[config.mk]
export PLATFORM = sky130hd
export DESIGN_NAME = usb_config_descriptor_parser_unit_flat
export DESIGN_NICKNAME = d
export VERILOG_FILES = /design/src/sv/ucdp_pkg.sv /design/src/sv/ucdp_byte_if.sv /design/src/sv/ucdp_result_if.sv /design/src/sv/ucdp_parser.sv /design/src/sv/usb_config_descriptor_parser_unit.sv /design/src/flat_wrapper.sv
export SDC_FILE = /design/constraint.sdc
export NUM_CORES = 1
export LEC_CHECK = 0
export BUFFER_PORTS_ARGS = -buffer_cell sky130_fd_sc_hd__buf_2
export CAP_MARGIN = 5
export CORE_UTILIZATION = 57
export DETAILED_ROUTE_END_ITERATION = 7
export GPL_TIMING_DRIVEN = 0
export HOLD_SLACK_MARGIN = 0.06
export PLACE_DENSITY = 0.77
export SYNTH_ARGS = -nofsm -noshare
export SYNTH_HDL_FRONTEND = slang
export SYNTH_SLANG_ARGS = --single-unit
[constraint.sdc]
create_clock -name clk -period 5.1 [get_ports clk]
set_input_delay 0.255 -clock clk [delete_from_list [all_inputs] [get_ports clk]]
set_output_delay 0.255 -clock clk [all_outputs]
set_load 0.05 [all_outputs]
[src/sv/ucdp_pkg.sv]
package ucdp_pkg;

	// configuration register indexes
	typedef enum logic [1:0] {
		REG_CLASS    = 2'd0,
		REG_SUBCLASS = 2'd1,
		REG_PROTOCOL = 2'd2
	} reg_index_t;

	localparam logic [7:0] CLASS_RESET    = 8'h08;
	localparam logic [7:0] SUBCLASS_RESET = 8'h06;
	localparam logic [7:0] PROTOCOL_RESET = 8'h50;

	// descriptor type codes
	localparam logic [7:0] DESC_CONFIG   = 8'h02;
	localparam logic [7:0] DESC_IFACE    = 8'h04;
	localparam logic [7:0] DESC_ENDPOINT = 8'h05;

	localparam logic [1:0]  XFER_BULK       = 2'd2;
	localparam logic [3:0]  EP_NUM_MASK     = 4'hF;
	localparam logic [15:0] DEFAULT_PACKET  = 16'd512;
	localparam logic [16:0] WALK_START      = 17'd9;
	localparam logic [15:0] OFFSET_LIMIT    = 16'hFFFF;

	typedef struct packed {
		logic       matched;
		logic [4:0] out_endpoint;
		logic [4:0] in_endpoint;
		logic [15:0] max_packet;
	} result_t;

	typedef struct packed {
		logic [7:0] class_code;
		logic [7:0] subclass_code;
		logic [7:0] protocol_code;
	} codes_t;

endpackage

[src/sv/ucdp_byte_if.sv]
interface ucdp_byte_if;
	logic       valid;
	logic       ready;
	logic [7:0] data_byte;
	logic       last;

	modport source (output valid, output data_byte, output last, input ready);
	modport sink (input valid, input data_byte, input last, output ready);
endinterface

[src/sv/ucdp_result_if.sv]
interface ucdp_result_if;
	logic        valid;
	logic        ready;
	logic        matched;
	logic [4:0]  out_endpoint;
	logic [4:0]  in_endpoint;
	logic [15:0] max_packet;

	modport source (output valid, output matched, output out_endpoint,
		output in_endpoint, output max_packet, input ready);
	modport sink (input valid, input matched, input out_endpoint,
		input in_endpoint, input max_packet, output ready);
endinterface

[src/sv/ucdp_parser.sv]
module ucdp_parser
	import ucdp_pkg::*;
(
	input  logic       clk,
	input  logic       arst_n,
	input  logic       step,
	input  logic [7:0] data_byte,
	input  logic       last,
	input  codes_t     want,
	output result_t    result
);

	typedef struct packed {
		logic [15:0] byte_offset;
		logic [15:0] total_length;
		logic        header_ok;
		logic [16:0] next_start;
		logic [15:0] desc_start;
		logic [7:0]  desc_length;
		logic [7:0]  desc_kind;
		logic        desc_active;
		logic        walk_stopped;
		codes_t      iface_codes;
		logic [7:0]  pending_ep_address;
		logic        pending_is_bulk;
		logic [7:0]  pending_size_low;
		logic [7:0]  bulk_out_address;
		logic [7:0]  bulk_in_address;
		logic [15:0] bulk_packet_size;
	} parse_state_t;

	localparam parse_state_t STATE_RESET = '{
		byte_offset: 16'd0, total_length: 16'd0, header_ok: 1'b0,
		next_start: WALK_START, desc_start: 16'd0, desc_length: 8'd0,
		desc_kind: 8'd0, desc_active: 1'b0, walk_stopped: 1'b0,
		iface_codes: '0, pending_ep_address: 8'd0, pending_is_bulk: 1'b0,
		pending_size_low: 8'd0, bulk_out_address: 8'd0,
		bulk_in_address: 8'd0, bulk_packet_size: 16'd0
	};

	parse_state_t st_q;
	parse_state_t nxt;
	logic [15:0]  p;
	logic [15:0]  rel;

	always_comb begin
		nxt = st_q;
		p   = st_q.byte_offset;
		rel = p - st_q.desc_start;
		if (p != OFFSET_LIMIT) begin
			if (p == 16'd1) begin
				nxt.header_ok = (data_byte == DESC_CONFIG);
			end else if (p == 16'd2) begin
				nxt.total_length[7:0] = data_byte;
			end else if (p == 16'd3) begin
				nxt.total_length[15:8] = data_byte;
			end

			if (!st_q.walk_stopped && {1'b0, p} == st_q.next_start) begin
				// new descriptor header, only inside the total length
				if (({1'b0, p} + 17'd2) < {1'b0, nxt.total_length}) begin
					nxt.desc_start  = p;
					nxt.desc_length = data_byte;
					nxt.desc_kind   = 8'd0;
					if (data_byte == 8'd0) begin
						nxt.walk_stopped = 1'b1;
						nxt.desc_active  = 1'b0;
						nxt.header_ok    = 1'b0;
					end else begin
						nxt.desc_active = 1'b1;
						nxt.next_start  = {1'b0, p} + {9'd0, data_byte};
					end
				end else begin
					nxt.walk_stopped = 1'b1;
					nxt.desc_active  = 1'b0;
				end
			end else if (st_q.desc_active && p >= st_q.desc_start &&
					rel < {8'd0, st_q.desc_length}) begin
				if (rel == 16'd1) begin
					nxt.desc_kind = data_byte;
				end else if (st_q.desc_kind == DESC_IFACE) begin
					if (rel == 16'd5) begin
						nxt.iface_codes.class_code = data_byte;
					end else if (rel == 16'd6) begin
						nxt.iface_codes.subclass_code = data_byte;
					end else if (rel == 16'd7) begin
						nxt.iface_codes.protocol_code = data_byte;
					end
				end else if (st_q.desc_kind == DESC_ENDPOINT) begin
					if (rel == 16'd2) begin
						nxt.pending_ep_address = data_byte;
					end else if (rel == 16'd3) begin
						nxt.pending_is_bulk = (data_byte[1:0] == XFER_BULK);
					end else if (rel == 16'd4) begin
						nxt.pending_size_low = data_byte;
					end else if (rel == 16'd5 && st_q.pending_is_bulk) begin
						// direction bit picks the in or out slot
						if (st_q.pending_ep_address[7]) begin
							nxt.bulk_in_address = st_q.pending_ep_address;
						end else begin
							nxt.bulk_out_address = st_q.pending_ep_address;
						end
						nxt.bulk_packet_size = {data_byte, st_q.pending_size_low};
					end
				end
			end
			nxt.byte_offset = p + 16'd1;
		end
	end

	always_comb begin
		result = '0;
		if (nxt.header_ok && nxt.iface_codes == want &&
				nxt.bulk_out_address != 8'd0 && nxt.bulk_in_address != 8'd0) begin
			result.matched      = 1'b1;
			result.out_endpoint = {nxt.bulk_out_address[3:0] & EP_NUM_MASK, 1'b0};
			result.in_endpoint  = {nxt.bulk_in_address[3:0] & EP_NUM_MASK, 1'b1};
			result.max_packet   = (nxt.bulk_packet_size == 16'd0) ?
				DEFAULT_PACKET : nxt.bulk_packet_size;
		end
	end

	always_ff @(posedge clk or negedge arst_n) begin
		if (!arst_n) begin
			st_q <= STATE_RESET;
		end else if (step) begin
			st_q <= last ? STATE_RESET : nxt;
		end
	end

endmodule

[src/sv/usb_config_descriptor_parser_unit.sv]
// USB configuration descriptor parser. Descriptor bytes enter on byte_in
// one request per byte, in block order; the byte flagged last yields one
// request on result_out telling whether the block carries an interface
// with the configured class/subclass/protocol codes plus a bulk IN and a
// bulk OUT endpoint, together with the host endpoint indices and the bulk
// max packet size (zero reported as 512). Each byte is registered, parsed
// by one level of compare-and-update logic and, when last, the result is
// registered in an output stage. A byte is taken every cycle; only a last
// byte that meets a full, stalled output stage holds the input. The user
// must write the class, subclass and protocol registers through cfg_wr_en/
// cfg_index/cfg_data only while no block is in flight, which the block
// does not enforce; they keep their values across blocks.
module usb_config_descriptor_parser_unit
	import ucdp_pkg::*;
(
	input  logic          clk,
	input  logic          arst_n,
	ucdp_byte_if.sink     byte_in,
	ucdp_result_if.source result_out,
	input  logic          cfg_wr_en,
	input  logic [1:0]    cfg_index,
	input  logic [7:0]    cfg_data
);

	// configured match codes
	codes_t codes_q;

	// input stage
	logic       valid_s1;
	logic [7:0] data_s1;
	logic       last_s1;

	// output stage
	logic    valid_s2;
	result_t result_s2;

	result_t parse_result;
	logic    out_free;
	logic    fire_s1;

	always_ff @(posedge clk or negedge arst_n) begin
		if (!arst_n) begin
			codes_q <= '{CLASS_RESET, SUBCLASS_RESET, PROTOCOL_RESET};
		end else if (cfg_wr_en) begin
			case (reg_index_t'(cfg_index))
				REG_CLASS:    codes_q.class_code    <= cfg_data;
				REG_SUBCLASS: codes_q.subclass_code <= cfg_data;
				REG_PROTOCOL: codes_q.protocol_code <= cfg_data;
				default:      ;
			endcase
		end
	end

	// only a last byte needs room in the output stage
	assign out_free      = !valid_s2 || result_out.ready;
	assign fire_s1       = valid_s1 && (!last_s1 || out_free);
	assign byte_in.ready = !valid_s1 || fire_s1;

	always_ff @(posedge clk or negedge arst_n) begin
		if (!arst_n) begin
			valid_s1 <= 1'b0;
		end else if (byte_in.ready) begin
			valid_s1 <= byte_in.valid;
		end
	end

	always_ff @(posedge clk) begin
		if (byte_in.ready && byte_in.valid) begin
			data_s1 <= byte_in.data_byte;
			last_s1 <= byte_in.last;
		end
	end

	ucdp_parser u_parser (
		.clk       (clk),
		.arst_n    (arst_n),
		.step      (fire_s1),
		.data_byte (data_s1),
		.last      (last_s1),
		.want      (codes_q),
		.result    (parse_result)
	);

	// result register, loaded by a parsed last byte
	always_ff @(posedge clk or negedge arst_n) begin
		if (!arst_n) begin
			valid_s2 <= 1'b0;
		end else if (out_free) begin
			valid_s2 <= fire_s1 && last_s1;
		end
	end

	always_ff @(posedge clk) begin
		if (fire_s1 && last_s1) begin
			result_s2 <= parse_result;
		end
	end

	assign result_out.valid        = valid_s2;
	assign result_out.matched      = result_s2.matched;
	assign result_out.out_endpoint = result_s2.out_endpoint;
	assign result_out.in_endpoint  = result_s2.in_endpoint;
	assign result_out.max_packet   = result_s2.max_packet;

endmodule

[src/flat_wrapper.sv]
// flat-port wrapper written by rule: the top's interface ports become plain ports
module usb_config_descriptor_parser_unit_flat import ucdp_pkg::*;
  (clk, arst_n, cfg_wr_en, cfg_index, cfg_data, byte_in_valid, byte_in_data_byte, byte_in_last, byte_in_ready, result_out_valid, result_out_matched, result_out_out_endpoint, result_out_in_endpoint, result_out_max_packet, result_out_ready);
  ucdp_byte_if byte_in_i ();
  ucdp_result_if result_out_i ();
  input  logic clk;
  input  logic arst_n;
  input  logic cfg_wr_en;
  input  logic [1:0] cfg_index;
  input  logic [7:0] cfg_data;
  input wire logic [$bits(byte_in_i.valid)-1:0] byte_in_valid;
  input wire logic [$bits(byte_in_i.data_byte)-1:0] byte_in_data_byte;
  input wire logic [$bits(byte_in_i.last)-1:0] byte_in_last;
  output wire logic [$bits(byte_in_i.ready)-1:0] byte_in_ready;
  output wire logic [$bits(result_out_i.valid)-1:0] result_out_valid;
  output wire logic [$bits(result_out_i.matched)-1:0] result_out_matched;
  output wire logic [$bits(result_out_i.out_endpoint)-1:0] result_out_out_endpoint;
  output wire logic [$bits(result_out_i.in_endpoint)-1:0] result_out_in_endpoint;
  output wire logic [$bits(result_out_i.max_packet)-1:0] result_out_max_packet;
  input wire logic [$bits(result_out_i.ready)-1:0] result_out_ready;
  assign byte_in_i.valid = byte_in_valid;
  assign byte_in_i.data_byte = byte_in_data_byte;
  assign byte_in_i.last = byte_in_last;
  assign byte_in_ready = byte_in_i.ready;
  assign result_out_valid = result_out_i.valid;
  assign result_out_matched = result_out_i.matched;
  assign result_out_out_endpoint = result_out_i.out_endpoint;
  assign result_out_in_endpoint = result_out_i.in_endpoint;
  assign result_out_max_packet = result_out_i.max_packet;
  assign result_out_i.ready = result_out_ready;
  usb_config_descriptor_parser_unit u_core (.clk(clk), .arst_n(arst_n), .byte_in(byte_in_i), .result_out(result_out_i), .cfg_wr_en(cfg_wr_en), .cfg_index(cfg_index), .cfg_data(cfg_data));
endmodule
==> flow_results.org, run 1 <==
** Clocking
- At the later pin of the worst-skew pair, clock insertion delay measures around 0.55 ns.
- Number of sinks on the clock net :: 217
- Counting the buffers created by CTS gives 25.
- Clock Root Buffer :: sky130_fd_sc_hd__clkbuf_16
- Clock tree from TritonCTS :: built
- CTS H-tree depth :: 1
- CTS clk-pin slew, worst paths :: around 0.060 ns
- The clock passes through at most 3 buffers.

** Floorplanning
- From left edge to right edge, the die measures ~150 um.
- The core region is 22710 um2.
- For this configuration, the core starts out at a cell density of 0.5837.
- The die covers around 24000 um2.
- I/O pin total :: 53
- Vertical extent of the die :: around 150 um
- Total number of placement rows :: between 50 and 60

** Logic synthesis
- Post-synthesis sequential area ratio :: 0.4232
- The Yosys step of the flow raised 0 warnings.
- Of the total synthesized cell area, the portion taken by full adders, half adders and majority gates is 0.05116.
- Synthesis inferred 217 register bits.
- The most used flip-flop cell after synthesis is sky130_fd_sc_hd__dfrtp_1.
- Of the total synthesized cell area, the portion taken by XOR and XNOR cells is 0.04493.
- The synthesized netlist occupies a cell area of 13260 um2.
- In this run, synthesis inferred 34 flip-flops with an integrated enable.
- Post-synth cell types :: 96
- Share of async-settable or async-resettable flops after synthesis :: 0.8433
- Largest family of logic cells by synthesized area :: compound AO/OA/AOI/OAI gates
- Of the total synthesized cell area, the portion taken by AND, OR, NAND and NOR gates is 0.1882.
- The fraction of the mapped netlist area in compound gates was 0.1884.
- Count of mapped cells out of synthesis :: roughly 1400
- Post-Synthesis Mean Instance Area :: approximately 9.5 um2
- Post-synth net total :: around 1500
- Proportion of synthesized area in mux cells :: 0.05277

** Cells and area
- In the final layout, flip-flops and latches occupy roughly 5600 um2.
- The repair_antennas step left the layout with diodes totalling 0.
- Summing all multi-input logic gate instances after layout gives 7288 um2.
- # fillers :: ~1700
- In the layout the commonest cells are 172 x sky130_fd_sc_hd__dfrtp_1, 156 x sky130_fd_sc_hd__nand2_1, 104 x sky130_fd_sc_hd__o21ai_0.
- Once layout is complete, the utilization of the core stands at 0.6848.
- Fraction of final layout cells sized beyond drive strength 1 :: 0.1877
- For this run, the post-layout net count is ~1600.
- Area added between synthesis and finish :: 17.33%
- Most common library cell in the layout ignoring fill and taps :: sky130_fd_sc_hd__dfrtp_1

** STA
- The count of endpoints failing hold in the final timing report was 0.
- For the pin with the worst max-slew slack, the measured transition is about 1.3 ns.
- Final Slew Violations :: 0
- Largest clock skew in the final design :: ~0.023 ns
- Upper clock frequency limit :: ~200 MHz
- Setup repair after global routing could not meet its margin everywhere.
- Number of setup violations in the final report :: 0
- Worst max-slew margin expressed relative to the limit :: 0.09763
- Sum Neg Setup Slack :: 0 ns
- Of the available clock period, the critical path in the final layout requires 0.9804.
- The smallest clock period supported by the final layout is computed as 5.000 ns.

** Global route
- Antenna violations before repair :: 0
- Number of global-route vias before repair :: 11510
- Wire length of the first global-routing pass :: ~63 mm
- GRT Overall Usage :: 0.3401
- GRT overflow :: 0
- Pin count of the biggest net entering global routing :: 103

** Worst setup path
- Delay contributed by the slowest stage of the critical path :: between 0.3 and 0.4 ns
- CP Capture Type :: register
- The worst register-to-register path ends at u_core.result_out.max_packet[11]$_SDFFCE_PP0P_.
- Cell with the largest stage delay on the worst path :: sky130_fd_sc_hd__fa_2
- The worst setup path is of the reg -> reg kind.
- Sequence of cells on the critical path :: clkbuf_8, inv_4, ha_4, fa_2, nor2b_4, o21a_1, nor2_1, xnor2_1, ha_1, a21o_1, a211oi_2, o21ai_1, a21oi_2, o31a_1, o2111a_2, nand4_1, buf_4, mux2i_1, a22oi_1, nand4_4, buf_2, nor4_4
- Worst reg2reg path depth :: 22
- Of all nets on the critical path, the largest fanout is 10.
- Required time at the endpoint of the critical path :: about 5.5 ns
- Flop-to-flop setup slack :: ~0.1 ns
- The startpoint identified for the worst register-to-register timing path is u_core.u_parser.p[0]$_DFFE_PN0P_.
- Family with the most delay on the worst path :: compound AO/OA/AOI/OAI gates
- For the worst setup path, the data arrival time is 5.38 ns.
- Type of origin of the critical path :: register
- The number of buffers and inverters on the critical path is 4.

** Detailed routing
- The count of nets left with antenna violations once routing finished came out at 0.
- Number of iterations in the first detailed-routing pass :: 7
- Summed over all layers, the routed wires come to between 40 and 50 mm.
- The routed layout has approximately 12000 vias.
- Drt wl/cell :: around 22 um
- DRC violation count after routing :: 0
- After detailed routing, the number of vias per cell comes to 6.508.
- The detailed router finished its first iteration with approximately 1400 violations.

** Power and ir drop
- Summed over all cells, the static leakage comes to between 0.006 and 0.007 uW.
- The worst-case IR drop observed on VDD is 275.3 uV.
- The internal power of the cells totals 3419 uW.
- Fraction of power spent switching nets :: 0.3279
- Power share of the combinational group :: 0.256
- The analysis attributes to net switching a power of 1668 uW.
- Sequential power share :: 0.398
- Power spread over the standard cell area amounts to 327.1 nW/um2.
- Share of total power in the clock network :: 0.346

** Hold path
- Worst min-delay path startpoint :: cfg_index[1]
- The path with the worst hold slack has its endpoint at u_core.codes_q[23]$_DFFE_PN0P_.
- Number of instances on the worst hold path :: 3
- The path class of the tightest hold or removal check is in -> reg.

** Status
- The run finished with clean final reports.

** Run
- Across the run, the number of max-cap violations was 0.

** Placed design
- Routability cong. :: just over 0.9
- In this run the tool buffered the top-level ports with 51 buffer cells.
- Detailed placement finished with a half-perimeter wire length of ~28 mm.
[cells in the mapped netlist (26+ instances only)]
library cell	instances	area share
sky130_fd_sc_hd__nand2_1	156	0.044
sky130_fd_sc_hd__xnor2_1	35	0.023
sky130_fd_sc_hd__nand3_1	27	0.010
sky130_fd_sc_hd__a21oi_1	96	0.036
sky130_fd_sc_hd__nor2b_1	26	0.012
sky130_fd_sc_hd__mux2i_1	26	0.020
sky130_fd_sc_hd__edfxtp_1	34	0.077
sky130_fd_sc_hd__nor3_1	39	0.015
sky130_fd_sc_hd__mux2_2	38	0.032
sky130_fd_sc_hd__clkbuf_1	64	0.018
sky130_fd_sc_hd__dfrtp_1	176	0.33
sky130_fd_sc_hd__o21ai_0	108	0.041
sky130_fd_sc_hd__inv_1	66	0.019
sky130_fd_sc_hd__ha_1	51	0.048
sky130_fd_sc_hd__nor2_1	63	0.018
sky130_fd_sc_hd__xor2_1	33	0.022
[flip-flops by register name, indices dropped and copies added, names as in the netlist]
register / flops
u_core.u_parser.st_q: 141
u_core.data_s1: 8
u_core.result_out.out_endpoint: 4
u_core.result_out.valid: 1
u_core.u_parser.p: 16
u_core.result_out.max_packet: 16
u_core.result_out.in_endpoint: 5
u_core.last_s1: 1
u_core.codes_q: 24
u_core.valid_s1: 1
[per-stage QoR]
stage | power, uW | instance area (um2) | hold WS (ns) | cells | worst slack (ns)
after floorplan | 2804 | 13260 | -0.04059 | 1397 | 0.005785
after global placement | 3112 | 13870 | 0.4310 | 1733 | -1.863
after detailed placement | 3158 | 13910 | 0.3663 | 1735 | -1.325
after CTS | 4979 | 15340 | 0.1173 | 1813 | -0.007685
after global routing | 5266 | 15550 | 0.1261 | 1825 | -0.02552
final | 5088 | 15550 | 0.1254 | 1825 | 0.09983
[worst max path at each step]
| stage | start | cells after the start | to | slack [ns] |
|---|---|---|---|---|
| 2_1_floorplan | u_core.u_parser.p[13]$_DFFE_PN0P_ | 19 | u_core.u_parser.st_q[122]$_DFFE_PN0P_ | 0.006 |
| 3_3_place_gp | u_core.u_parser.p[13]$_DFFE_PN0P_ | 19 | u_core.u_parser.st_q[122]$_DFFE_PN0P_ | -1.86 |
| 3_5_place_dp | u_core.u_parser.p[13]$_DFFE_PN0P_ | 20 | u_core.u_parser.st_q[122]$_DFFE_PN0P_ | -1.32 |
| 4_1_cts | u_core.u_parser.p[0]$_DFFE_PN0P_ | 23 | u_core.result_out.max_packet[5]$_SDFFCE_PP0P_ | -0.008 |
| 5_1_grt | u_core.u_parser.p[0]$_DFFE_PN0P_ | 23 | u_core.result_out.in_endpoint[3]$_SDFFCE_PN0P_ | -0.03 |
| 6_report | u_core.u_parser.p[0]$_DFFE_PN0P_ | 22 | u_core.result_out.max_packet[11]$_SDFFCE_PP0P_ | 0.1 |
[power groups by stage]
stage	logic (uW)	clock network (uW)	registers [uW]
finish	1300	1760	2030
floorplan	774	0	2030
global route	1400	1830	2030
detailed placement	1110	0	2050
CTS	1200	1760	2020
global placement	1070	0	2040
[cell type report]
| type | count | area share |
|---|---|---|
| clock inverters | 6 | 0.003138 |
| clock buffers | 40 | 0.04835 |
| plain buffers | 89 | 0.03081 |
| repair buffers | 102 | 0.04883 |
| multi-input cells | 1019 | 0.4686 |
| well taps | 285 | 0.02293 |
| inverters | 67 | 0.01633 |
| flip-flops and latches | 217 | 0.3610 |
[worst min-delay path: stages]
cell and delay [ns]:
sky130_fd_sc_hd__buf_2 0.10, sky130_fd_sc_hd__nor3b_1 0.07, sky130_fd_sc_hd__mux2_2 0.22
[routing by layer]
metal,vias up,track usage,routed length [um]
li1,5326,-,-
met1,5729,0.4726,16820
met2,675,0.5242,18060
met3,148,0.06697,4057
met4,0,0.1363,1554
met5,-,0,0
[cells by family after synthesis]
kind of cell,Yosys count
and+or+nand+nor,456
AOI/OAI and AO/OA,376
DFF,217
buffers and inverters,161
xor gates and xnor gates,68
muxes,65
adders and majority gates,53
other,1
[what timing repair did]
item                                    in CTS  in global routing
hold buffers                                20                  0
buffers inserted                            15                 13
gates cloned                                 1                  0
pin swaps                                   18                 16
gates resized for setup                     58                 38
endpoints found under the setup margin     115                 74
hold endpoints to repair                   134                  0
(Power assumes the default switching activity.)
==> run 2: changes to the inputs <==
--- a/config.mk
+++ b/config.mk
@@ -7,11 +7,11 @@
 export LEC_CHECK = 0
 export BUFFER_PORTS_ARGS = -buffer_cell sky130_fd_sc_hd__buf_2
 export CAP_MARGIN = 5
-export CORE_UTILIZATION = 57
+export CORE_UTILIZATION = 67
 export DETAILED_ROUTE_END_ITERATION = 7
 export GPL_TIMING_DRIVEN = 0
 export HOLD_SLACK_MARGIN = 0.06
-export PLACE_DENSITY = 0.77
+export PLACE_DENSITY = 0.85
 export SYNTH_ARGS = -nofsm -noshare
 export SYNTH_HDL_FRONTEND = slang
 export SYNTH_SLANG_ARGS = --single-unit
==> constraint.sdc (replaced) <==
create_clock -name clk -period 6.08 [get_ports clk]
set_input_delay 0.304 -clock clk [delete_from_list [all_inputs] [get_ports clk]]
set_output_delay 0.304 -clock clk [all_outputs]
set_load 0.05 [all_outputs]
==> run 2 against run 1 <==
Sequential share of layout area increased by 1.4 points; power decreased by 17%; fmax decreased by 15%; register-to-register slack improved by 0.12 ns; sequential power decreased by 16%; utilization increased by 8.7 points; wire length decreased by 3.1%; sequential cell count unchanged; worst hold slack got worse by 0.038 ns; global-route usage increased by 5.5 points; critical endpoint is now u_core.u_parser.st_q[122]$_DFFE_PN0P_; highest routed layer unchanged.
==> flow_results.org, run 2 (synthesized netlist as in run 1, its figures left out) <==
** STA
- Fraction of the cycle the final worst path needs :: 0.9634
- In the post-route analysis, the smallest setup slack over all paths is roughly 0.22 ns.
- On the final layout, the worst clock skew is about 0.026 ns.
- The number of slew-limit violations in the final report came to 0.
- Setup violations remaining at the end of the flow were counted as 0.
- Unrepaired setup endpoints after global routing :: no
- Measured against its own limit, the worst slew margin works out to 0.1302.
- Upper clock frequency limit :: 170.7 MHz
- Transition time at the pin with the least slew margin :: between 1 and 1.5 ns
- Final hold vios :: 0
- Crit path time final :: about 5.9 ns

** Status
- The flow ran to the end, and the final reports show no timing, DRC or antenna violations.

** Worst setup path
- CP Capture Type :: register
- Flop-to-flop setup slack :: 0.22 ns
- Maximum net fanout on the critical path :: 10
- Data on the critical path is required at its endpoint by approximately 6.6 ns.
- Data arrives at the worst endpoint at ~6.3 ns.
- Critical path start-end classification :: reg -> reg
- Type of origin of the critical path :: register

** Detailed routing
- The count of nets left with antenna violations once routing finished came out at 0.
- DRC violation count after routing :: 0
- Dividing the detail-routed via count by the number of cells gives around 6.7.
- In this run, the number of DRC markers left after iteration 0 of detailed routing was ~1500.
- In the final routed layout, each cell accounts on average for 22.07 um.
- Via count of the routed design :: ~12000
- For this block, the routed nets add up to 39.24 mm of wire.
- Number of iterations in the first detailed-routing pass :: 7

** Cells and area
- In the final design database the tool counted approximately 1600 nets.
- Top library cells by usage in the layout, fill and taps aside :: 176 x sky130_fd_sc_hd__dfrtp_1, 156 x sky130_fd_sc_hd__nand2_1, 108 x sky130_fd_sc_hd__o21ai_0
- Once layout is complete, the utilization of the core stands at 0.7717.
- # fillers :: between 1000 and 1500
- Area added between synthesis and finish :: 12.93%
- Summing all multi-input logic gate instances after layout gives approximately 7000 um2.
- The register with the most flip-flops in the final layout is u_core.u_parser.st_q.
- Most common library cell in the layout ignoring fill and taps :: sky130_fd_sc_hd__dfrtp_1
- Number of flip-flops in the largest register :: about 140
- Sequential cell area :: 5609 um2
- The largest registers in the layout are u_core.u_parser.st_q x141, u_core.codes_q x24.
- Fraction of final layout cells sized beyond drive strength 1 :: 0.1581

** Placed design
- OpenSTA, run right after detailed placement, puts the worst setup slack at -0.3227 ns.
- HPWL after detailed placement :: approximately 27 mm
- Port buffering added 51 buffers.
- At the end of routability-driven placement, the weighted congestion stood at 0.9884.

** Global route
- Met3 demand-to-capacity share in global routing :: 0.08417
- GRT overflow :: 0
- Pin count of the biggest net entering global routing :: 96
- met2 is the most crowded layer.
- Wire length of the first global-routing pass :: ~60 mm
- Met1 capacity usage during global routing :: 0.5293
- The initial antenna violation count came to 1.
- Met2 layer usage reported by global route :: 0.6060
- For this run, the total global-route usage over all layers was measured as 0.3948.
- Number of global-route vias before repair :: 11440

** Clocking
- CTS placed an instance of sky130_fd_sc_hd__clkbuf_16 at the clock tree root.
- CTS clk-pin slew, worst paths :: around 0.060 ns
- TritonCTS built the clock tree.
- For the worst-skew pair, the clock arrives at the later sink with an insertion delay of 0.53 ns.
- Number of sinks on the clock net :: around 220
- The number of clock buffers added by TritonCTS is 24.
- No sink is reached through more buffers than the 3 on the longest clock path.
- In this run the number of H-tree levels came out at 1.

** Power and ir drop
- PwrDens :: 282.3 nW/um2
- Leakage power figure :: ~0.0064 uW
- IR Drop Worst-Case VDD :: 284.4 uV

** Run
- Max-cap violations in this run came to 0.

** Floorplanning
- Effective utilization at floorplan :: 0.6833
- I/O pin total :: 53
- Die span in x :: 142.7 um
- Total number of placement rows :: 51
- The floorplan step set the die height to 142.7 um.
- Floorplan die area :: between 20000 and 25000 um2
- In this run the standard cell core region covers roughly 19000 um2.

** Hold path
- Class of the tightest hold or removal check :: in -> reg
run 2: report_power, final:
group / leakage (uW) / internal (uW) / total [uW] / switching [uW]
clock network: 0.000411 / 923 / 1530 / 605
registers: 0.00280 / 1590 / 1700 / 110
logic: 0.00320 / 364 / 997 / 633
run 2: stage by stage:
| step | TNS, ns | area, um2 | power [uW] | std cells | hold WS, ns |
|---|---|---|---|---|---|
| after floorplan | 0 | 13260 | 2352 | 1397 | 0.008409 |
| after global placement | -58.36 | 13840 | 2614 | 1713 | 0.4522 |
| after detailed placement | -9.296 | 13890 | 2653 | 1715 | 0.3606 |
| after CTS | 0 | 14920 | 4177 | 1776 | 0.06128 |
| after global routing | 0 | 14970 | 4359 | 1777 | 0.07810 |
| final | 0 | 14970 | 4226 | 1778 | 0.08722 |
run 2: worst max-delay path, stage by stage (launching register included):
cell,delay (ns)
sky130_fd_sc_hd__dfrtp_1,0.42
sky130_fd_sc_hd__clkbuf_1,0.29
sky130_fd_sc_hd__nor4_2,0.42
sky130_fd_sc_hd__nand4_1,0.19
sky130_fd_sc_hd__nor4b_2,0.42
sky130_fd_sc_hd__clkbuf_4,0.32
sky130_fd_sc_hd__mux2i_1,0.25
sky130_fd_sc_hd__ha_1,0.29
sky130_fd_sc_hd__a21o_1,0.20
sky130_fd_sc_hd__a2111oi_0,0.42
sky130_fd_sc_hd__o21ai_0,0.21
sky130_fd_sc_hd__a211oi_1,0.26
sky130_fd_sc_hd__a21oi_1,0.12
sky130_fd_sc_hd__a2111oi_1,0.34
sky130_fd_sc_hd__buf_2,0.26
sky130_fd_sc_hd__nand2_1,0.09
sky130_fd_sc_hd__or2_2,0.28
sky130_fd_sc_hd__clkbuf_1,0.29
sky130_fd_sc_hd__nor2_2,0.25
sky130_fd_sc_hd__buf_2,0.29
sky130_fd_sc_hd__a32o_1,0.20
run 2: cell type report:
type,count,area share
Antenna cell,1,0.0001672
Buffer,93,0.02884
Timing Repair Buffer,72,0.03226
Inverter,67,0.01680
Sequential cell,217,0.3747
Tap cell,265,0.02215
Multi-Input combinational cell,1019,0.4692
Clock buffer,40,0.05241
Clock inverter,4,0.003511
run 2: path summary, 6_finish.rpt:
| kind | to | depth (start not counted) | start |
|---|---|---|---|
| setup / recovery | u_core.u_parser.st_q[122]$_DFFE_PN0P_ | 20 | u_core.u_parser.p[9]$_DFFE_PN0P_ |
| hold / removal | u_core.codes_q[14]$_DFFE_PN0P_ | 2 | cfg_data[6] |
| setup reg to reg | u_core.u_parser.st_q[122]$_DFFE_PN0P_ | 20 | u_core.u_parser.p[9]$_DFFE_PN0P_ |
| hold reg to reg | u_core.u_parser.st_q[138]$_DFFE_PN0P_ | 2 | u_core.u_parser.st_q[138]$_DFFE_PN0P_ |
| max in group asynchronous | u_core.u_parser.st_q[107]$_DFFE_PN1P_ | 3 | arst_n |
| min in group asynchronous | u_core.u_parser.st_q[5]$_DFFE_PN0P_ | 2 | arst_n |
run 2: repair_timing:
action                                  CTS  global route
endpoints found under the setup margin   60            66
resized for setup                         9            12
hold buffers                             16             1
pin swaps                                 1             0
buffers inserted                          1             1
endpoints found under the hold margin   102             2
run 2: routing by layer:
layer | up-vias | part of all wire
li1 | 5265 | -
met1 | 5668 | 0.39
met2 | 768 | 0.45
met3 | 176 | 0.11
met4 | 0 | 0.053
met5 | - | 0
==> run 3: changes to the inputs <==
--- a/config.mk
+++ b/config.mk
@@ -12,6 +12,7 @@
 export GPL_TIMING_DRIVEN = 0
 export HOLD_SLACK_MARGIN = 0.06
 export PLACE_DENSITY = 0.85
+export RECOVER_POWER = 25
 export SYNTH_ARGS = -nofsm -noshare
 export SYNTH_HDL_FRONTEND = slang
 export SYNTH_SLANG_ARGS = --single-unit
==> run 3 against run 2 <==
The flow now finishes with violations (max-capacitance violations, max-slew violations); sequential power about the same; final cell count unchanged; sequential cell count unchanged; clock skew increased by 0.0046 ns; power did not move; via count is 0.62% lower; clock-buffer cell count did not move; final area decreased by 0.13%; combinational power hardly changed; register-to-register slack lost 0.02 ns; utilization down 0.097 points; non-clock buffer count unchanged; largest power group unchanged.
==> flow_results.org, run 3 (synthesized netlist as in run 1, its figures left out) <==
** Worst setup path
- Type of origin of the critical path :: register
- Startpoint of the lowest-slack register-to-register path :: u_core.u_parser.p[2]$_DFFE_PN0P_
- Buffers and inverters on the worst path :: 5
- Critical path start-end classification :: reg -> reg
- The worst setup path is captured at a register.
- The cell that appears most often on the critical path is sky130_fd_sc_hd__buf_2.
- Family with the most delay on the worst path :: compound AO/OA/AOI/OAI gates
- Flop-to-flop setup slack :: 0.20 ns
- Tracing the worst setup path back leads to its startpoint at u_core.u_parser.p[2]$_DFFE_PN0P_.
- Data arrival time of the critical path :: approximately 6.3 ns
- On the critical path, the stage with the largest delay is an instance of sky130_fd_sc_hd__dfrtp_1.
- The worst register-to-register path has a depth of 20.
- The critical path goes through buf_2, nor4_1, nand4_1, nor4b_2, clkbuf_4, mux2i_1, ha_1, a21o_1, a2111oi_0, o21ai_0, a211oi_1, a21oi_1, a2111oi_1, buf_2, nand2_1, or2_2, clkbuf_1, nor2_2, buf_2, a22o_1.
- Of all nets on the critical path, the largest fanout is 10.
- Required time at the endpoint of the critical path :: between 6 and 7 ns
- Delay contributed by the slowest stage of the critical path :: around 0.46 ns
- Endpoint of the worst register-to-register path :: u_core.u_parser.st_q[85]$_DFFE_PN0P_

** Detailed routing
- The final layout contains routed wiring with a total length of 39.37 mm.
- Across all layers, the routed design uses between 10000 and 15000 vias.
- DRC violation count after routing :: 0
- For this block, the initial DRC count from the detailed router was ~1500.
- After detailed routing, the number of vias per cell comes to 6.638.
- For this run, the detailed router's first-pass iteration total came to 6.
- Drt wl/cell :: 22.14 um
- The detail route stage leaves a number of antenna-violating nets equal to 0.

** Floorplanning
- between 50 and 60 I/O pins were placed.
- The floorplan step defined a die boundary enclosing a little over 20000 um2.
- Total number of placement rows :: 51
- Placeable core region :: around 19000 um2
- Die span in x :: between 100 and 150 um
- Measured along the y axis, the die boundary spans approximately 140 um.
- Effective utilization at floorplan :: 0.6833

** Cells and area
- The net count of the finished layout is around 1600.
- The library cells used most frequently in the layout, excluding fill and tap cells, are 176 x sky130_fd_sc_hd__dfrtp_1, 156 x sky130_fd_sc_hd__nand2_1, 108 x sky130_fd_sc_hd__o21ai_0.
- Leaving out fill and tap cells, the most frequent cell in the layout is sky130_fd_sc_hd__dfrtp_1.
- Sequential cell area :: between 5000 and 6000 um2
- The register with the most flip-flops in the layout has around 140 of them.
- Largest registers :: u_core.u_parser.st_q x141, u_core.codes_q x24
- The area growth from synthesis to layout is 12.79%.
- Of the cells placed in the final design, the portion with a size suffix greater than 1 is 0.1521.
- The register with the most flip-flops in the final layout is u_core.u_parser.st_q.
- # fillers :: 1355
- Area taken by multi-input logic gates :: approximately 7000 um2

** Global route
- Wire length of the first global-routing pass :: around 61 mm
- In the global route stage, overall resource usage came out at 0.3948.
- Global routing finished with a remaining overflow of 0.
- Number of global-route vias before repair :: between 10000 and 15000
- Antenna violations before repair :: 1
- Pin count of the biggest net entering global routing :: 96

** Power and ir drop
- PwrDens :: 282.7 nW/um2
- Of the total power, the share spent switching nets is 0.3194.
- Power share of the combinational group :: 0.235
- The completed layout was analyzed and its total power is 4226 uW.
- Summed over all nets, the switching power comes to ~1300 uW.
- Cell internal power dissipation :: 2876 uW
- For this design the static power due to leakage is about 0.0064 uW.
- The share of total power dissipated in sequential elements is 0.402.
- Across the VDD grid, the largest voltage drop is approximately 280 uV.
- The share of total power dissipated in the clock network is 0.362.

** Clocking
- Number of CTS-inserted buffers :: 24
- CTS H-tree depth :: 1
- Source-to-sink clock delay at the later pin of the worst-skew pair :: about 0.54 ns
- CTS clk-pin slew, worst paths :: 0.06 ns
- TritonCTS built the clock tree.
- CTS placed an instance of sky130_fd_sc_hd__clkbuf_16 at the clock tree root.
- The clock drives 217 sinks.
- Maximum clock insertion buffer count :: 3

** STA
- Final Worst Setup Slack :: 0.2040 ns
- Minimum hold slack :: 0.08074 ns
- Final Slew Violations :: 89
- Between clock sinks in the finished design, the worst skew comes to ~0.03 ns.
- Setup repair after global routing left no endpoint under its margin.
- Final hold vios :: 0
- Fraction of the cycle the final worst path needs :: 0.9664
- For the finished layout, the period the worst path requires is 5.876 ns.
- Transition time at the pin with the least slew margin :: around 5 ns
- Timing would allow up to ~170 MHz.
- Worst max-slew margin expressed relative to the limit :: -2.304
- Number of setup violations in the final report :: 0
- Sum Neg Setup Slack :: 0 ns

** Run
- Across the run, the number of max-cap violations was 1.

** Placed design
- Once detailed placement completed, the half-perimeter wirelength came to 27.43 mm.
- During placement, the flow inserted port buffers numbering between 50 and 60.
- Minimum setup slack after placement :: -0.3227 ns
- Routability cong. :: 0.9884

** Hold path
- Class of the tightest hold or removal check :: in -> reg
- The worst hold path terminates at u_core.codes_q[14]$_DFFE_PN0P_.
- Number of instances on the worst hold path :: 2
- Worst min-delay path startpoint :: cfg_data[6]

** Status
- The final reports fail on max-capacitance violations, max-slew violations.
- Outcome :: finished with violations
[run 3: power groups by stage]
stage	clock network, uW	logic (uW)	registers [uW]
after floorplan	0	649	1700
after global placement	0	903	1710
after detailed placement	0	935	1720
after CTS	1520	960	1690
after global routing	1580	1060	1710
final	1530	995	1700
[run 3: final cells by class]
| cell class | count | share of cell area |
|---|---|---|
| buffer | 93 | 0.02887 |
| multi-input combinational | 1019 | 0.4697 |
| sequential | 217 | 0.3752 |
| inverter | 67 | 0.01682 |
| clock buffer | 40 | 0.05247 |
| antenna | 1 | 0.0001674 |
| tap | 265 | 0.02218 |
| timing repair buffer | 72 | 0.03105 |
| clock inverter | 4 | 0.003515 |
[run 3: per-stage QoR]
step,instance area [um2],util,instances
4_1_cts,14920,0.7692,1776
2_1_floorplan,13260,-,1397
5_1_grt,14950,0.7706,1777
6_report,14950,0.7707,1778
3_5_place_dp,13890,0.7159,1715
3_3_place_gp,13840,0.7136,1713
[run 3: worst max-delay path by stage]
stage / end / depth (start not counted)
global placement: u_core.u_parser.st_q[122]$_DFFE_PN0P_ / 19
CTS: u_core.u_parser.st_q[85]$_DFFE_PN0P_ / 20
finish: u_core.u_parser.st_q[85]$_DFFE_PN0P_ / 20
global route: u_core.result_out.max_packet[13]$_SDFFCE_PP0P_ / 22
detailed placement: u_core.u_parser.st_q[122]$_DFFE_PN0P_ / 20
floorplan: u_core.u_parser.st_q[122]$_DFFE_PN0P_ / 19
[run 3: layer usage]
layer / routed length [um] / global-route usage
met5: 0 / 0
met4: 1992 / 0.2043
met3: 4436 / 0.08417
met2: 17690 / 0.6060
met1: 15250 / 0.5293
[run 3: what timing repair did]
action	4_1_cts	5_1_grt
endpoints found under the hold margin	102	2
gates cloned	0	0
resized for setup	9	12
setup endpoints to repair	60	66
pin swaps	1	0
setup buffers	1	1
hold buffers	16	1
[run 3: worst register-to-register path, cell delays in order, from the launching register on]
cell and delay (ns):
sky130_fd_sc_hd__dfrtp_1 0.46, sky130_fd_sc_hd__buf_2 0.22, sky130_fd_sc_hd__nor4_1 0.44, sky130_fd_sc_hd__nand4_1 0.20, sky130_fd_sc_hd__nor4b_2 0.41, sky130_fd_sc_hd__clkbuf_4 0.32
sky130_fd_sc_hd__mux2i_1 0.25, sky130_fd_sc_hd__ha_1 0.29, sky130_fd_sc_hd__a21o_1 0.20, sky130_fd_sc_hd__a2111oi_0 0.42, sky130_fd_sc_hd__o21ai_0 0.23, sky130_fd_sc_hd__a211oi_1 0.28
sky130_fd_sc_hd__a21oi_1 0.13, sky130_fd_sc_hd__a2111oi_1 0.34, sky130_fd_sc_hd__buf_2 0.26, sky130_fd_sc_hd__nand2_1 0.09, sky130_fd_sc_hd__or2_2 0.29, sky130_fd_sc_hd__clkbuf_1 0.28
sky130_fd_sc_hd__nor2_2 0.24, sky130_fd_sc_hd__buf_2 0.28, sky130_fd_sc_hd__a22o_1 0.17
